**config.mk**
```make
export PLATFORM = sky130hd
export DESIGN_NAME = rpn_stack_evaluator_flat
export DESIGN_NICKNAME = d
export VERILOG_FILES = /design/src/rtl/rpn_pkg.sv /design/src/rtl/rpn_if.sv /design/src/rtl/rpn_front.sv /design/src/rtl/rpn_exec.sv /design/src/rtl/rpn_stack_evaluator.sv /design/src/flat_wrapper.sv
export SDC_FILE = /design/constraint.sdc
export NUM_CORES = 2
export LEC_CHECK = 0
export ABC_AREA = 1
export BUFFER_PORTS_ARGS = -buffer_cell sky130_fd_sc_hd__buf_2
export CORE_MARGIN = 2
export CORE_UTILIZATION = 65
export CTS_CLUSTER_DIAMETER = 200
export DETAILED_ROUTE_END_ITERATION = 16
export PLACE_DENSITY_LB_ADDON = 0.15
export SYNTH_ARGS = -nofsm -noshare
export SYNTH_HDL_FRONTEND = slang
export SYNTH_SLANG_ARGS = --single-unit
```
**constraint.sdc**
```tcl
create_clock -name clk_i -period 24.6 [get_ports clk_i]
set_input_delay 2.46 -clock clk_i [delete_from_list [all_inputs] [get_ports clk_i]]
set_output_delay 2.46 -clock clk_i [all_outputs]
set_load 0.02 [all_outputs]
```
**src/rtl/rpn_pkg.sv**
```systemverilog
// Shared types and constants of the reverse-Polish evaluator.
// No dependencies; every other file of the block imports this package.
`default_nettype none

package rpn_pkg;

  localparam int unsigned VALUE_W  = 32;
  localparam int unsigned MODE_W   = 2;
  localparam int unsigned OPC_W    = 2;
  localparam int unsigned STATUS_W = 3;
  localparam int unsigned DEPTH_W  = 5;

  // Fraction bits of the signed fixed-point format.
  localparam int unsigned FRAC_BITS = 16;

  // Token modes.
  localparam logic [MODE_W-1:0] MODE_PUSH = 2'd0;
  localparam logic [MODE_W-1:0] MODE_OP   = 2'd1;
  localparam logic [MODE_W-1:0] MODE_END  = 2'd2;

  // Operator codes.
  localparam logic [OPC_W-1:0] OP_ADD = 2'd0;
  localparam logic [OPC_W-1:0] OP_SUB = 2'd1;
  localparam logic [OPC_W-1:0] OP_MUL = 2'd2;
  localparam logic [OPC_W-1:0] OP_DIV = 2'd3;

  // Status codes.
  localparam logic [STATUS_W-1:0] ST_OK      = 3'd0;
  localparam logic [STATUS_W-1:0] ST_FEW     = 3'd1;
  localparam logic [STATUS_W-1:0] ST_DIVZERO = 3'd2;
  localparam logic [STATUS_W-1:0] ST_FULL    = 3'd3;
  localparam logic [STATUS_W-1:0] ST_EXCESS  = 3'd4;
  localparam logic [STATUS_W-1:0] ST_EMPTY   = 3'd5;

  localparam logic signed [VALUE_W-1:0] VAL_MAX = 32'sh7FFF_FFFF;
  localparam logic signed [VALUE_W-1:0] VAL_MIN = 32'sh8000_0000;

  // Token queue between front and back.
  localparam int unsigned QUEUE_DEPTH = 4;
  localparam int unsigned QUEUE_AW    = 2;

  // Restoring divider: one quotient bit per step.
  localparam int unsigned DIV_STEPS = 32;
  localparam int unsigned DIV_CNT_W = 5;

  typedef enum logic [1:0] {
    TK_PUSH,
    TK_OP,
    TK_END,
    TK_NOP
  } tok_kind_e;

  typedef struct packed {
    tok_kind_e                  kind;
    logic [OPC_W-1:0]           op;
    logic signed [VALUE_W-1:0]  value;
  } tok_t;

  typedef struct packed {
    logic [STATUS_W-1:0]        status;
    logic signed [VALUE_W-1:0]  result_value;
    logic [DEPTH_W-1:0]         stack_depth;
    logic                       expression_done;
  } res_t;

endpackage

`default_nettype wire

```
**src/rtl/rpn_if.sv**
```systemverilog
// Valid/ready channel interfaces of the evaluator: token input and result output.
// Depends on rpn_pkg for the field widths.
`default_nettype none

interface rpn_tok_if import rpn_pkg::*; ();
  logic                       valid;
  logic                       ready;
  logic [MODE_W-1:0]          mode;
  logic signed [VALUE_W-1:0]  operand_value;
  logic [OPC_W-1:0]           operator_code;

  modport source (output valid, mode, operand_value, operator_code, input ready);
  modport sink   (input valid, mode, operand_value, operator_code, output ready);
endinterface

interface rpn_res_if import rpn_pkg::*; ();
  logic                       valid;
  logic                       ready;
  logic [STATUS_W-1:0]        status;
  logic signed [VALUE_W-1:0]  result_value;
  logic [DEPTH_W-1:0]         stack_depth;
  logic                       expression_done;

  modport source (output valid, status, result_value, stack_depth, expression_done,
                  input ready);
  modport sink   (input valid, status, result_value, stack_depth, expression_done,
                  output ready);
endinterface

`default_nettype wire

```
**src/rtl/rpn_front.sv**
```systemverilog
// Front end: accepts tokens, classifies them and holds them in a short queue.
// Depends on rpn_pkg and rpn_tok_if.
`default_nettype none

module rpn_front import rpn_pkg::*; (
  input  logic       clk_i,
  input  logic       rst_ni,
  rpn_tok_if.sink    tok_i,
  output logic       q_valid_o,
  output tok_t       q_tok_o,
  input  logic       q_pop_i
);

  tok_t                in_tok;
  tok_t                fifo_q [QUEUE_DEPTH];
  logic [QUEUE_AW-1:0] wr_ptr_q, wr_ptr_d;
  logic [QUEUE_AW-1:0] rd_ptr_q, rd_ptr_d;
  logic [QUEUE_AW:0]   cnt_q, cnt_d;
  logic                push;

  // Classify the token by mode.
  always_comb begin
    in_tok.op    = tok_i.operator_code;
    in_tok.value = tok_i.operand_value;
    case (tok_i.mode)
      MODE_PUSH: in_tok.kind = TK_PUSH;
      MODE_OP:   in_tok.kind = TK_OP;
      MODE_END:  in_tok.kind = TK_END;
      default:   in_tok.kind = TK_NOP;
    endcase
  end

  assign tok_i.ready = (cnt_q != (QUEUE_AW+1)'(QUEUE_DEPTH));
  assign push        = tok_i.valid && tok_i.ready;

  assign wr_ptr_d = push    ? wr_ptr_q + 1'b1 : wr_ptr_q;
  assign rd_ptr_d = q_pop_i ? rd_ptr_q + 1'b1 : rd_ptr_q;

  always_comb begin
    cnt_d = cnt_q;
    if (push && !q_pop_i) begin
      cnt_d = cnt_q + 1'b1;
    end else if (!push && q_pop_i) begin
      cnt_d = cnt_q - 1'b1;
    end
  end

  always_ff @(posedge clk_i or negedge rst_ni) begin
    if (!rst_ni) begin
      wr_ptr_q <= '0;
      rd_ptr_q <= '0;
      cnt_q    <= '0;
    end else begin
      wr_ptr_q <= wr_ptr_d;
      rd_ptr_q <= rd_ptr_d;
      cnt_q    <= cnt_d;
    end
  end

  always_ff @(posedge clk_i) begin
    if (push) begin
      fifo_q[wr_ptr_q] <= in_tok;
    end
  end

  assign q_valid_o = (cnt_q != '0);
  assign q_tok_o   = fifo_q[rd_ptr_q];

endmodule

`default_nettype wire

```
**src/rtl/rpn_exec.sv**
```systemverilog
// Back end: operand stack, arithmetic (add/sub, multiply, restoring divider)
// and the result register. Depends on rpn_pkg.
`default_nettype none

module rpn_exec import rpn_pkg::*; #(
  parameter int unsigned STACK_DEPTH = 16
) (
  input  logic  clk_i,
  input  logic  rst_ni,
  input  logic  q_valid_i,
  input  tok_t  q_tok_i,
  output logic  q_pop_o,
  output logic  res_valid_o,
  input  logic  res_ready_i,
  output res_t  res_o
);

  localparam int unsigned PW = $clog2(STACK_DEPTH + 1);
  localparam int unsigned IW = $clog2(STACK_DEPTH);
  localparam logic [PW-1:0] SP_FULL = PW'(STACK_DEPTH);
  localparam logic [PW-1:0] SP_TWO  = PW'(2);

  localparam logic [2:0] S_IDLE   = 3'd0;
  localparam logic [2:0] S_READ   = 3'd1;
  localparam logic [2:0] S_MUL    = 3'd2;
  localparam logic [2:0] S_DIV    = 3'd3;
  localparam logic [2:0] S_DFIN   = 3'd4;
  localparam logic [2:0] S_COMMIT = 3'd5;

  logic [2:0]                state_q, state_d;
  logic [PW-1:0]             sp_q, sp_d;
  logic [STATUS_W-1:0]       err_q, err_d;
  logic                      err_pend_q, err_pend_d;
  logic                      out_valid_q, out_valid_d;
  res_t                      out_q, out_d;

  // Top of stack lives in a register; entries below it live in the memory.
  logic signed [VALUE_W-1:0] tos_q, tos_d;
  logic signed [VALUE_W-1:0] mem [STACK_DEPTH];
  logic signed [VALUE_W-1:0] rd_q;
  logic                      mem_we;

  logic [OPC_W-1:0]          op_q, op_d;
  logic signed [VALUE_W-1:0] res_q, res_d;
  logic signed [63:0]        prod_q, prod_d;
  logic [31:0]               rem_q, rem_d;
  logic [31:0]               quo_q, quo_d;
  logic [31:0]               dvs_q, dvs_d;
  logic                      neg_q, neg_d;
  logic [DIV_CNT_W-1:0]      cnt_q, cnt_d;

  logic                      out_free;
  logic signed [VALUE_W-1:0] top_val;
  logic [PW-1:0]             sp_inc, sp_dec, sp_m2;

  logic signed [63:0]        prod_full;
  logic signed [63:0]        num_s;
  logic [63:0]               num_mag;
  logic [31:0]               d_mag;
  logic                      div_neg, div_ovf;
  logic signed [63:0]        mul_sh;
  logic                      mul_fit;
  logic signed [VALUE_W-1:0] mul_sat;
  logic [32:0]               div_sh, div_sub;
  logic                      div_ge;
  logic signed [VALUE_W-1:0] div_res;

  assign out_free = !out_valid_q || res_ready_i;
  assign top_val  = (sp_q == '0) ? '0 : tos_q;
  assign sp_inc   = sp_q + PW'(1);
  assign sp_dec   = sp_q - PW'(1);
  assign sp_m2    = sp_q - SP_TWO;

  // Left operand comes from the memory, right operand is the top register.
  assign prod_full = rd_q * tos_q;
  assign num_s     = {{32{rd_q[31]}}, rd_q} <<< FRAC_BITS;
  assign num_mag   = num_s[63] ? 64'(-num_s) : 64'(num_s);
  assign d_mag     = tos_q[31] ? 32'(-tos_q) : 32'(tos_q);
  assign div_neg   = rd_q[31] ^ tos_q[31];
  // Quotient would not fit 32 bits: saturate without dividing.
  assign div_ovf   = (num_mag[63:32] >= d_mag);

  // Floor shift, then clamp to the 32-bit range.
  assign mul_sh  = prod_q >>> FRAC_BITS;
  assign mul_fit = (mul_sh[63:31] == '0) || (mul_sh[63:31] == '1);
  assign mul_sat = mul_fit ? mul_sh[31:0] : (mul_sh[63] ? VAL_MIN : VAL_MAX);

  assign div_sh  = {rem_q, quo_q[31]};
  assign div_sub = div_sh - {1'b0, dvs_q};
  assign div_ge  = (div_sh >= {1'b0, dvs_q});

  always_comb begin
    if (neg_q) begin
      div_res = (quo_q > 32'h8000_0000) ? VAL_MIN : 32'(-quo_q);
    end else begin
      div_res = quo_q[31] ? VAL_MAX : quo_q;
    end
  end

  always_comb begin
    state_d    = state_q;
    sp_d       = sp_q;
    err_d      = err_q;
    err_pend_d = err_pend_q;
    tos_d      = tos_q;
    op_d       = op_q;
    res_d      = res_q;
    prod_d     = prod_q;
    rem_d      = rem_q;
    quo_d      = quo_q;
    dvs_d      = dvs_q;
    neg_d      = neg_q;
    cnt_d      = cnt_q;
    out_d      = out_q;
    mem_we     = 1'b0;
    q_pop_o    = 1'b0;
    out_valid_d = (out_valid_q && !res_ready_i);

    case (state_q)
      S_IDLE: begin
        if (q_valid_i && out_free) begin
          q_pop_o                = 1'b1;
          out_valid_d            = 1'b1;
          out_d.expression_done  = 1'b0;
          out_d.status           = err_q;
          out_d.result_value     = top_val;
          out_d.stack_depth      = DEPTH_W'(sp_q);
          case (q_tok_i.kind)
            TK_END: begin
              out_d.expression_done = 1'b1;
              out_d.result_value    = '0;
              out_d.stack_depth     = '0;
              if (err_q != ST_OK) begin
                out_d.status = err_q;
              end else if (sp_q == '0) begin
                out_d.status = ST_EMPTY;
              end else if (sp_q != PW'(1)) begin
                out_d.status = ST_EXCESS;
              end else begin
                out_d.status       = ST_OK;
                out_d.result_value = tos_q;
              end
              sp_d  = '0;
              err_d = ST_OK;
            end
            TK_PUSH: begin
              if (err_q == ST_OK) begin
                if (sp_q == SP_FULL) begin
                  err_d        = ST_FULL;
                  out_d.status = ST_FULL;
                end else begin
                  // Spill the old top into the memory.
                  mem_we             = (sp_q != '0);
                  tos_d              = q_tok_i.value;
                  sp_d               = sp_inc;
                  out_d.result_value = q_tok_i.value;
                  out_d.stack_depth  = DEPTH_W'(sp_inc);
                end
              end
            end
            TK_OP: begin
              if (err_q == ST_OK) begin
                if (sp_q < SP_TWO) begin
                  err_d        = ST_FEW;
                  out_d.status = ST_FEW;
                end else begin
                  // Result comes later; fetch the left operand first.
                  out_valid_d = (out_valid_q && !res_ready_i);
                  out_d       = out_q;
                  op_d        = q_tok_i.op;
                  state_d     = S_READ;
                end
              end
            end
            default: ;
          endcase
        end
      end

      S_READ: begin
        case (op_q)
          OP_ADD: begin
            res_d   = rd_q + tos_q;
            state_d = S_COMMIT;
          end
          OP_SUB: begin
            res_d   = rd_q - tos_q;
            state_d = S_COMMIT;
          end
          OP_MUL: begin
            prod_d  = prod_full;
            state_d = S_MUL;
          end
          OP_DIV: begin
            if (tos_q == '0) begin
              err_pend_d = 1'b1;
              state_d    = S_COMMIT;
            end else if (div_ovf) begin
              res_d   = div_neg ? VAL_MIN : VAL_MAX;
              state_d = S_COMMIT;
            end else begin
              rem_d   = num_mag[63:32];
              quo_d   = num_mag[31:0];
              dvs_d   = d_mag;
              neg_d   = div_neg;
              cnt_d   = '0;
              state_d = S_DIV;
            end
          end
          default: state_d = S_COMMIT;
        endcase
      end

      S_MUL: begin
        res_d   = mul_sat;
        state_d = S_COMMIT;
      end

      S_DIV: begin
        // One quotient bit per cycle.
        rem_d = div_ge ? div_sub[31:0] : div_sh[31:0];
        quo_d = {quo_q[30:0], div_ge};
        cnt_d = cnt_q + 1'b1;
        if (cnt_q == DIV_CNT_W'(DIV_STEPS - 1)) begin
          state_d = S_DFIN;
        end
      end

      S_DFIN: begin
        res_d   = div_res;
        state_d = S_COMMIT;
      end

      S_COMMIT: begin
        if (out_free) begin
          out_valid_d           = 1'b1;
          out_d.expression_done = 1'b0;
          state_d               = S_IDLE;
          if (err_pend_q) begin
            err_d              = ST_DIVZERO;
            err_pend_d         = 1'b0;
            out_d.status       = ST_DIVZERO;
            out_d.result_value = tos_q;
            out_d.stack_depth  = DEPTH_W'(sp_q);
          end else begin
            tos_d              = res_q;
            sp_d               = sp_dec;
            out_d.status       = ST_OK;
            out_d.result_value = res_q;
            out_d.stack_depth  = DEPTH_W'(sp_dec);
          end
        end
      end

      default: state_d = S_IDLE;
    endcase
  end

  always_ff @(posedge clk_i or negedge rst_ni) begin
    if (!rst_ni) begin
      state_q     <= S_IDLE;
      sp_q        <= '0;
      err_q       <= ST_OK;
      err_pend_q  <= 1'b0;
      out_valid_q <= 1'b0;
    end else begin
      state_q     <= state_d;
      sp_q        <= sp_d;
      err_q       <= err_d;
      err_pend_q  <= err_pend_d;
      out_valid_q <= out_valid_d;
    end
  end

  always_ff @(posedge clk_i) begin
    tos_q  <= tos_d;
    op_q   <= op_d;
    res_q  <= res_d;
    prod_q <= prod_d;
    rem_q  <= rem_d;
    quo_q  <= quo_d;
    dvs_q  <= dvs_d;
    neg_q  <= neg_d;
    cnt_q  <= cnt_d;
    out_q  <= out_d;
  end

  // Stack memory: one write port, one registered read port.
  always_ff @(posedge clk_i) begin
    if (mem_we) begin
      mem[sp_dec[IW-1:0]] <= tos_q;
    end
    rd_q <= mem[sp_m2[IW-1:0]];
  end

  assign res_valid_o = out_valid_q;
  assign res_o       = out_q;

endmodule

`default_nettype wire

```
**src/rtl/rpn_stack_evaluator.sv**
```systemverilog
// Top level of the reverse-Polish evaluator: front queue plus execution back end.
// Depends on rpn_pkg, rpn_tok_if, rpn_res_if, rpn_front and rpn_exec.
//
// Usage:
//   tok_i carries one token per transfer (push number, apply operator, end of
//   expression); res_o returns exactly one result per token, in token order.
//   The front registers accepted tokens into a four-entry queue, so tok_i keeps
//   taking tokens while the back end computes or while a result waits.
//   Back-end steps per token, after the token has passed through the queue:
//     push, end, ignored tokens, too few operands and a full stack: answered
//     in the state that takes the token; add, subtract, divide by zero and a
//     divide that saturates before dividing: operand fetch from the stack
//     memory, compute or check, commit; multiply: one registered 32x32
//     product, then shift and clamp; divide: a restoring divider that yields
//     one quotient bit per cycle over 32 steps.
//   The top of the stack is held in a register; deeper entries sit in a
//   single-port-write, registered-read memory of STACK_DEPTH entries.
//   Reset empties the stack and clears the latched error; the memory contents
//   are not cleared, since only entries below the stack pointer are read.
//   When the receiver holds res_o.ready low the result register holds its
//   transfer, the back end stalls, and tok_i.ready drops once the queue is full.
`default_nettype none

module rpn_stack_evaluator import rpn_pkg::*; #(
  parameter int unsigned STACK_DEPTH = 16
) (
  input  logic       clk_i,
  input  logic       rst_ni,
  rpn_tok_if.sink    tok_i,
  rpn_res_if.source  res_o
);

  logic  q_valid;
  logic  q_pop;
  tok_t  q_tok;
  logic  res_valid;
  res_t  res;

  // Accept and classify tokens, buffer them ahead of the back end.
  rpn_front u_front (
    .clk_i     (clk_i),
    .rst_ni    (rst_ni),
    .tok_i     (tok_i),
    .q_valid_o (q_valid),
    .q_tok_o   (q_tok),
    .q_pop_i   (q_pop)
  );

  // Evaluate tokens against the stack and register the results.
  rpn_exec #(
    .STACK_DEPTH (STACK_DEPTH)
  ) u_exec (
    .clk_i       (clk_i),
    .rst_ni      (rst_ni),
    .q_valid_i   (q_valid),
    .q_tok_i     (q_tok),
    .q_pop_o     (q_pop),
    .res_valid_o (res_valid),
    .res_ready_i (res_o.ready),
    .res_o       (res)
  );

  assign res_o.valid           = res_valid;
  assign res_o.status          = res.status;
  assign res_o.result_value    = res.result_value;
  assign res_o.stack_depth     = res.stack_depth;
  assign res_o.expression_done = res.expression_done;

endmodule

`default_nettype wire

```
**src/flat_wrapper.sv**
```systemverilog
// flat-port wrapper written by rule: the top's interface ports become plain ports
module rpn_stack_evaluator_flat import rpn_pkg::*;
#(
  parameter int unsigned STACK_DEPTH = 16
)
  (clk_i, rst_ni, tok_i_valid, tok_i_mode, tok_i_operand_value, tok_i_operator_code, tok_i_ready, res_o_valid, res_o_status, res_o_result_value, res_o_stack_depth, res_o_expression_done, res_o_ready);
  rpn_tok_if tok_i_i ();
  rpn_res_if res_o_i ();
  input  logic clk_i;
  input  logic rst_ni;
  input wire logic [$bits(tok_i_i.valid)-1:0] tok_i_valid;
  input wire logic [$bits(tok_i_i.mode)-1:0] tok_i_mode;
  input wire logic [$bits(tok_i_i.operand_value)-1:0] tok_i_operand_value;
  input wire logic [$bits(tok_i_i.operator_code)-1:0] tok_i_operator_code;
  output wire logic [$bits(tok_i_i.ready)-1:0] tok_i_ready;
  output wire logic [$bits(res_o_i.valid)-1:0] res_o_valid;
  output wire logic [$bits(res_o_i.status)-1:0] res_o_status;
  output wire logic [$bits(res_o_i.result_value)-1:0] res_o_result_value;
  output wire logic [$bits(res_o_i.stack_depth)-1:0] res_o_stack_depth;
  output wire logic [$bits(res_o_i.expression_done)-1:0] res_o_expression_done;
  input wire logic [$bits(res_o_i.ready)-1:0] res_o_ready;
  assign tok_i_i.valid = tok_i_valid;
  assign tok_i_i.mode = tok_i_mode;
  assign tok_i_i.operand_value = tok_i_operand_value;
  assign tok_i_i.operator_code = tok_i_operator_code;
  assign tok_i_ready = tok_i_i.ready;
  assign res_o_valid = res_o_i.valid;
  assign res_o_status = res_o_i.status;
  assign res_o_result_value = res_o_i.result_value;
  assign res_o_stack_depth = res_o_i.stack_depth;
  assign res_o_expression_done = res_o_i.expression_done;
  assign res_o_i.ready = res_o_ready;
  rpn_stack_evaluator #(.STACK_DEPTH(STACK_DEPTH)) u_core (.clk_i(clk_i), .rst_ni(rst_ni), .tok_i(tok_i_i), .res_o(res_o_i));
endmodule
```
# --- Word-level counts from Yosys, hierarchy flattened ---
# Memories as Yosys holds them, arrays and structs flattened. A register that Yosys moved wholly into a read port is not among the register bits.
# Cells that the tools add are included.
op_classes:
  addsub: 14
  muxes: 99
  reduce_logical: 40
  mul: 1
  n_lt_le_gt_ge: 4
  eq_ne: 41
  bitwise_logic: 4
ops:
  columns: ["operator", "n"]
  rows:
  - ["2-to-1 mux 32 bit", 25]
  - ["one-hot mux 32 bit (2 select lines)", 3]
  - ["one-hot mux 32 bit (3 select lines)", 2]
  - ["2-to-1 mux 41 bit", 3]
  - ["one-hot mux 40 bit (3 select lines)", 1]
  - ["one-hot mux 41 bit (2 select lines)", 1]
  - ["multiplier 32 x 32 -> 64 bit", 1]
  - ["2-to-1 mux 64 bit", 1]
  - ["negator 32 bit", 2]
  - ["negator 48 -> 64 bit", 1]
  - ["subtractor 32 bit", 2]
  - ["2-to-1 mux 3 bit", 20]
  - ["2-to-1 mux 40 bit", 1]
  - ["2-to-1 mux 5 bit", 8]
  - ["2-to-1 mux 39 bit", 1]
  - ["2-to-1 mux 38 bit", 1]
  - ["2-to-1 mux 37 bit", 1]
  - ["== test 33 bit, second input constant", 1]
  - ["greater-or-equal comparator 33 x 32 -> 1 bit", 1]
  - ["logical NOT 33 bit", 1]
  - ["adder 32 bit", 1]
  - ["greater-or-equal comparator 32 bit", 1]
  - ["greater-than comparator 32 bit, second input constant", 1]
  - ["logical NOT 32 bit", 1]
  - ["other kinds (47)", 122]
word_totals:
  memories: 2
  reg_bits: 293
  in_bits: 40
  out_inout_bits: 43
  ramBits: 656
mem_list:
  columns: ["name", "depth", "word_bits", "read_ports", "rd_ports_with_merged_regs", "wr", "line_no", "rtl"]
  rows:
  - ["u_core.u_exec.mem", 16, 32, 1, 1, 1, "rpn_exec.sv:39", "logic signed [VALUE_W-1:0] mem [STACK_DEPTH];"]
  - ["u_core.u_front.fifo_q", 4, 36, 1, 0, 1, "rpn_front.sv:15", "tok_t fifo_q [QUEUE_DEPTH];"]

# --- Depth between registers and ports, before layout ---
logic_depth:
  ltp_word: 8
  depth_mapped: 32
  mapped_depth_nobuf: 30

# --- Cells and area by module ---
# A second synthesis with hierarchy kept.
hier_totals:
  hier_cells: 9388
  area_unflattened_um2: 85177.9
modules_own_cells:
  columns: ["mod", "cells_per_inst", "n_inst", "area_per_inst_um2", "seq_area_each_um2"]
  rows:
  - ["rpn_exec", 8914, 1, 78979.5, 24058.1]
  - ["rpn_front", 474, 1, 6198.4, 4499.3]

# --- Worst setup path after synthesis ---
# No wires, ideal clock.
synth_timing:
  path_type: "flip-flop to flip-flop"
  startpoint: "register u_core.u_exec.tos_q[0]"
  endpoint: "register u_core.u_exec.cnt_q[0] (enable)"
  path_slack_ps: 16161
  arrival_ps: 7848
  path_stages_with_launch: 23
  t_required_ps: 24009
  setup_time_ps: 591
  path_buffers: 1
  cell_sequence: "edfxtp_1 buf_6 inv_4 ha_1 nand2_1 nor2_4 nand3_2 nor2_1 nand4_1 nor2_1 nand3_1 o21ai_0 nand3_1 o21ai_1 inv_1 ha_1 nand2_1 nor2_1 nand2_1 nor2_1 a21oi_1 nand3_1 o21ai_0"
synth_between:
  elab_chain_len: 5
  word_cells_on_any_way: 7
  cone_classes: "add/sub (1); order compare (1); eq/ne (2); mux (1); reduce/logical (2)"
synth_lines:
  columns: ["item", "line_no", "rtl"]
  rows:
  - ["start: declaration", "rpn_exec.sv:38", "logic signed [VALUE_W-1:0] tos_q, tos_d;"]
  - ["start signal: assignment", "rpn_exec.sv:276", "tos_q <= tos_d;"]
  - ["negator 32 bit", "rpn_exec.sv:78", "assign d_mag = tos_q[31] ? 32'(-tos_q) : 32'(tos_q);"]
  - ["2-to-1 mux 32 bit", "rpn_exec.sv:78", null]
  - ["net u_core.u_exec.d_mag[30]", "rpn_exec.sv:59", "logic [31:0] d_mag;"]
  - ["greater-or-equal comparator 32 bit", "rpn_exec.sv:81", "assign div_ovf = (num_mag[63:32] >= d_mag);"]
  - ["!= test 2 bit (no line)", null, null]
  - ["AND reduction 4 bit (no line)", null, null]
  - ["end signal: assignment", "rpn_exec.sv:284", "cnt_q <= cnt_d;"]
  - ["end: declaration", "rpn_exec.sv:50", "logic [DIV_CNT_W-1:0] cnt_q, cnt_d;"]
# The timed path passes the listed nets, and every way through them passes these cells.
# A chain may end at the register's enable or synchronous reset.

# --- Worst setup path in the final report ---
layout_timing:
  startpoint: "register u_core.u_exec.tos_q[7]"
  endpoint: "register u_core.u_exec.prod_q[61] (data pin)"
layout_between:
  elab_chain_len: 1
layout_lines:
  columns: ["item", "line_no", "rtl"]
  rows:
  - ["multiplier 32 x 32 -> 64 bit", "rpn_exec.sv:75", "assign prod_full = rd_q * tos_q;"]
  - ["net u_core.u_exec.prod_full[61]", "rpn_exec.sv:56", "logic signed [63:0] prod_full;"]
  - ["end signal: assignment", "rpn_exec.sv:279", "prod_q <= prod_d;"]
  - ["end: declaration", "rpn_exec.sv:45", "logic signed [63:0] prod_q, prod_d;"]
# The timed path passes the listed nets, and every way through them passes these cells.

==> results.py <==
metrics = {
    "run_status": {
        "outcome": "complete, no violations",
    },
    "clock_network": {
        "holdBufCountCts": 0,
        "cts-root-buf": "clkbuf_16",
        "numCtsBuffers": 100,
        "cts.clk_slew.worst_paths_ps": 70,
        "clock_sinks": 965,
        "post_cts_resized": 0,
        "cts_setup_buffers": 0,
        "clock_latency_ps": 760,
        "cts_max_path_buffers": 3,
        "cts_max_level": 3,
        "cts_tree": "built",
    },
    "yosys": {
        "synth_xor_area_share_pct": 1.499,
        "synthesis.area_um2": 84650,
        "synth-edff-count": 913,
        "syn_inst": 9295,
        "synth_fa_ha_area_share_pct": 30.01,
        "syn_area_per_cell_um2": 9.107,
        "synth-simple-area-share_pct": 14.74,
        "synth_cell_types": 70,
        "ys_seq_area_share_pct": 33.74,
        "synth_largest_area_cell": "edfxtp_1",
        "synth_seq_cells": 965,
        "synth_top_family_by_area": "adder cells",
        "async_flop_share_pct": 2.073,
        "synth_top_area_share_pct": 32.39,
        "ys.flop_type": "edfxtp_1",
        "synth_compound_area_share_pct": 9.152,
        "synth.area.mux_share_pct": 0.01330,
        "synth.area.top_cells": "edfxtp_1 32%, fa_1 26%, nand2_1 8.8%",
        "yosysWarnings": 0,
    },
    "route": {
        "drc": 0,
        "wl_mm": 264.7,
        "wl_per_cell_um": 24.08,
        "vias": 66330,
        "first_pass_iters": 9,
        "viasPerCell": 6.034,
        "drt_iter0_drc": 7938,
        "ant_nets": 0,
    },
    "setup_path": {
        "crit_arrival_ps": 9650,
        "cp_cell_sequence": "nand2_1 > inv_1 > fa_1 > inv_1 > fa_1 > inv_1 > fa_1 > fa_1 > inv_1 > fa_1 > inv_1 > fa_1 > inv_1 > fa_1 > inv_1 > fa_1 > ha_1 > nand2_1 > nor2_1 > inv_1 > nor4_1 > nand3_1 > nand2_1 > xor2_1",
        "startpoint_type": "register",
        "cp_max_fo": 21,
        "path_buf_inv": 8,
        "path_class": "reg -> reg",
        "crit_path_max_incr_delay_ps": 1090,
        "cp_top_family": "adder cells",
        "cp.required_ps": 25060,
        "end_kind": "register",
        "slowest_stage": "edfxtp_1",
    },
    "min_path": {
        "hold_path.class": "reg -> reg",
    },
    "finish": {
        "final_layout_size_suffix_gt1_share_pct": 5.688,
        "fin_area_um2": 90120,
        "mostFrequentLayoutCell": "nand2_1",
        "final_cell_mix": "1986 x nand2_1, 1890 x inv_1, 1084 x fa_1, 913 x edfxtp_1, 658 x nor2_1",
        "area_growth_pct": 6.461,
        "nets": 10580,
    },
    "timing": {
        "setup_viol": 0,
        "post-route-min-period_ps": 9189,
        "fin_crit_sh_pct": 37.35,
        "skew_ps": 79.92,
        "hold_viol_final": 0,
        "tightest_slew_ps": 1227,
        "drv_slew": 0,
        "tns_ps": 0,
        "slew_headroom_pct": 17.88,
        "grt_setup_unrepaired": "no",
        "clock.fmax_ghz": 0.1088,
    },
    "global_routing": {
        "antenna_found_initial": 10,
        "grt.total_usage_pct": 40.59,
        "grt_pass1_vias": 67404,
        "grt_max_degree": 163,
        "grt_first_pass_wirelength_mm": 403.0,
        "overflow": 0,
    },
    "floorplan": {
        "fp.dieArea_um2": 133100,
        "fp.dieH_um": 364.9,
        "coreArea_um2": 129300,
        "die_x_um": 364.9,
        "num_io_pins": 83,
        "initial_core_util_pct": 65.46,
        "row_count": 132,
    },
    "place": {
        "portBuffers": 82,
        "dp_hpwl_mm": 187.1,
        "place.gp.congestion": 1.074,
        "placement.cell_area_um2": 86680,
    },
    "flow_run": {
        "max_cap_viol_count": 0,
    },
}
==> cells in the mapped netlist, drive strengths merged (2+ instances only) <==
master / number
inv: 1923
a32oi: 2
nand4: 50
o21a: 11
o31ai: 4
nand3b: 5
ha: 296
dfxtp: 32
a22oi: 48
clkbuf: 303
nor2: 699
xnor2: 49
dfrtp: 20
a32o: 32
edfxtp: 913
o22ai: 69
a21boi: 18
o221ai: 105
or2: 12
a211oi: 4
buf: 170
o21ai: 576
a21o: 16
o21bai: 19
nand3: 241
fa: 1084
nor3b: 2
a21oi: 327
nand2: 2003
xor2: 95
o211ai: 46
nor4: 26
and3: 4
a31oi: 32
nor3: 47
clkinv: 4
==> state kept, by name, summed over array words and instances (netlist names), 5 cells and up <==
signal / count
u_core.u_exec.rd_q: 32
u_core.u_exec.tos_q: 32
u_core.u_exec.rem_q: 32
u_core.u_exec.quo_q: 32
u_core.u_exec.cnt_q: 5
u_core.u_exec.res_q: 32
u_core.u_exec.prod_q: 48
u_core.u_exec.res_o: 41
u_core.u_exec.sp_q: 5
u_core.u_front.fifo_q: 144
u_core.u_exec.dvs_q: 32
u_core.u_exec.mem: 512
==> layer usage <==
layer,GRT usage [%],wire length [um],vias up
li1,-,-,28882
met4,21.01,16330,12
met5,0,86,-
met2,63.97,121500,4000
met3,8.236,28840,856
met1,53.67,97980,32580
==> logic make-up (layout without fill, tap and decap cells) <==
| group | after synthesis | in the layout |
|---|---|---|
| AND/OR/NAND/NOR | 3092 | 3092 |
| other | 1 | 20 |
| flip-flops | 965 | 965 |
| multiplexers | 1 | 1 |
| adder cells (fa/ha/maj) | 1380 | 1380 |
| buffers and inverters | 2400 | 2337 |
| XOR/XNOR | 144 | 144 |
| AO/OA/AOI/OAI | 1312 | 1312 |
==> worst reg2reg max path, cell delays in order (launching register included) <==
cell and delay, ps:
edfxtp_1 1090, nand2_1 160, inv_1 120, fa_1 400
inv_1 270, fa_1 480, inv_1 260, fa_1 510
fa_1 820, inv_1 390, fa_1 580, inv_1 60
fa_1 530, inv_1 50, fa_1 470, inv_1 50
fa_1 450, ha_1 520, nand2_1 120, nor2_1 150
inv_1 90, nor4_1 780, nand3_1 310, nand2_1 160
xor2_1 70
==> path summary, 6_finish.rpt <==
path                                       endpoint  cells after the start  slack, ps                    start
max                        u_core.u_exec.prod_q[61]                     24      15410   u_core.u_exec.tos_q[7]
min                         u_core.u_front.cnt_q[2]                      1        490  u_core.u_front.cnt_q[2]
max reg2reg                u_core.u_exec.prod_q[61]                     24      15410   u_core.u_exec.tos_q[7]
min reg2reg                 u_core.u_front.cnt_q[2]                      1        490  u_core.u_front.cnt_q[2]
max in group asynchronous     u_core.u_exec.sp_q[1]                      1      22480                   rst_ni
min in group asynchronous   u_core.u_front.cnt_q[2]                      1       1680                   rst_ni
==> layout make-up <==
class,count,area [um^2]
Sequential cell,965,28580
Antenna cell,4,10.01
Tap cell,1742,2180
Fill cell,10017,39200
Clock inverter,65,817.0
Inverter,1927,7249
Timing Repair Buffer,221,1479
Multi-Input combinational cell,5945,47190
Clock buffer,124,2613
==> per-stage QoR <==
step	util, %	setup slack, ps	instances	hold slack [ps]
floorplan	-	16160	9310	468.6
global placement	67.03	15700	10800	483.4
detailed placement	67.03	15570	10800	487.9
CTS	69.68	15500	10989	497.2
global route	69.68	15050	10989	529.1
finish	69.69	15410	10993	492.6
Power is not shown: default switching activity piles up to over one toggle a cycle in this logic, so the estimate is an artifact.
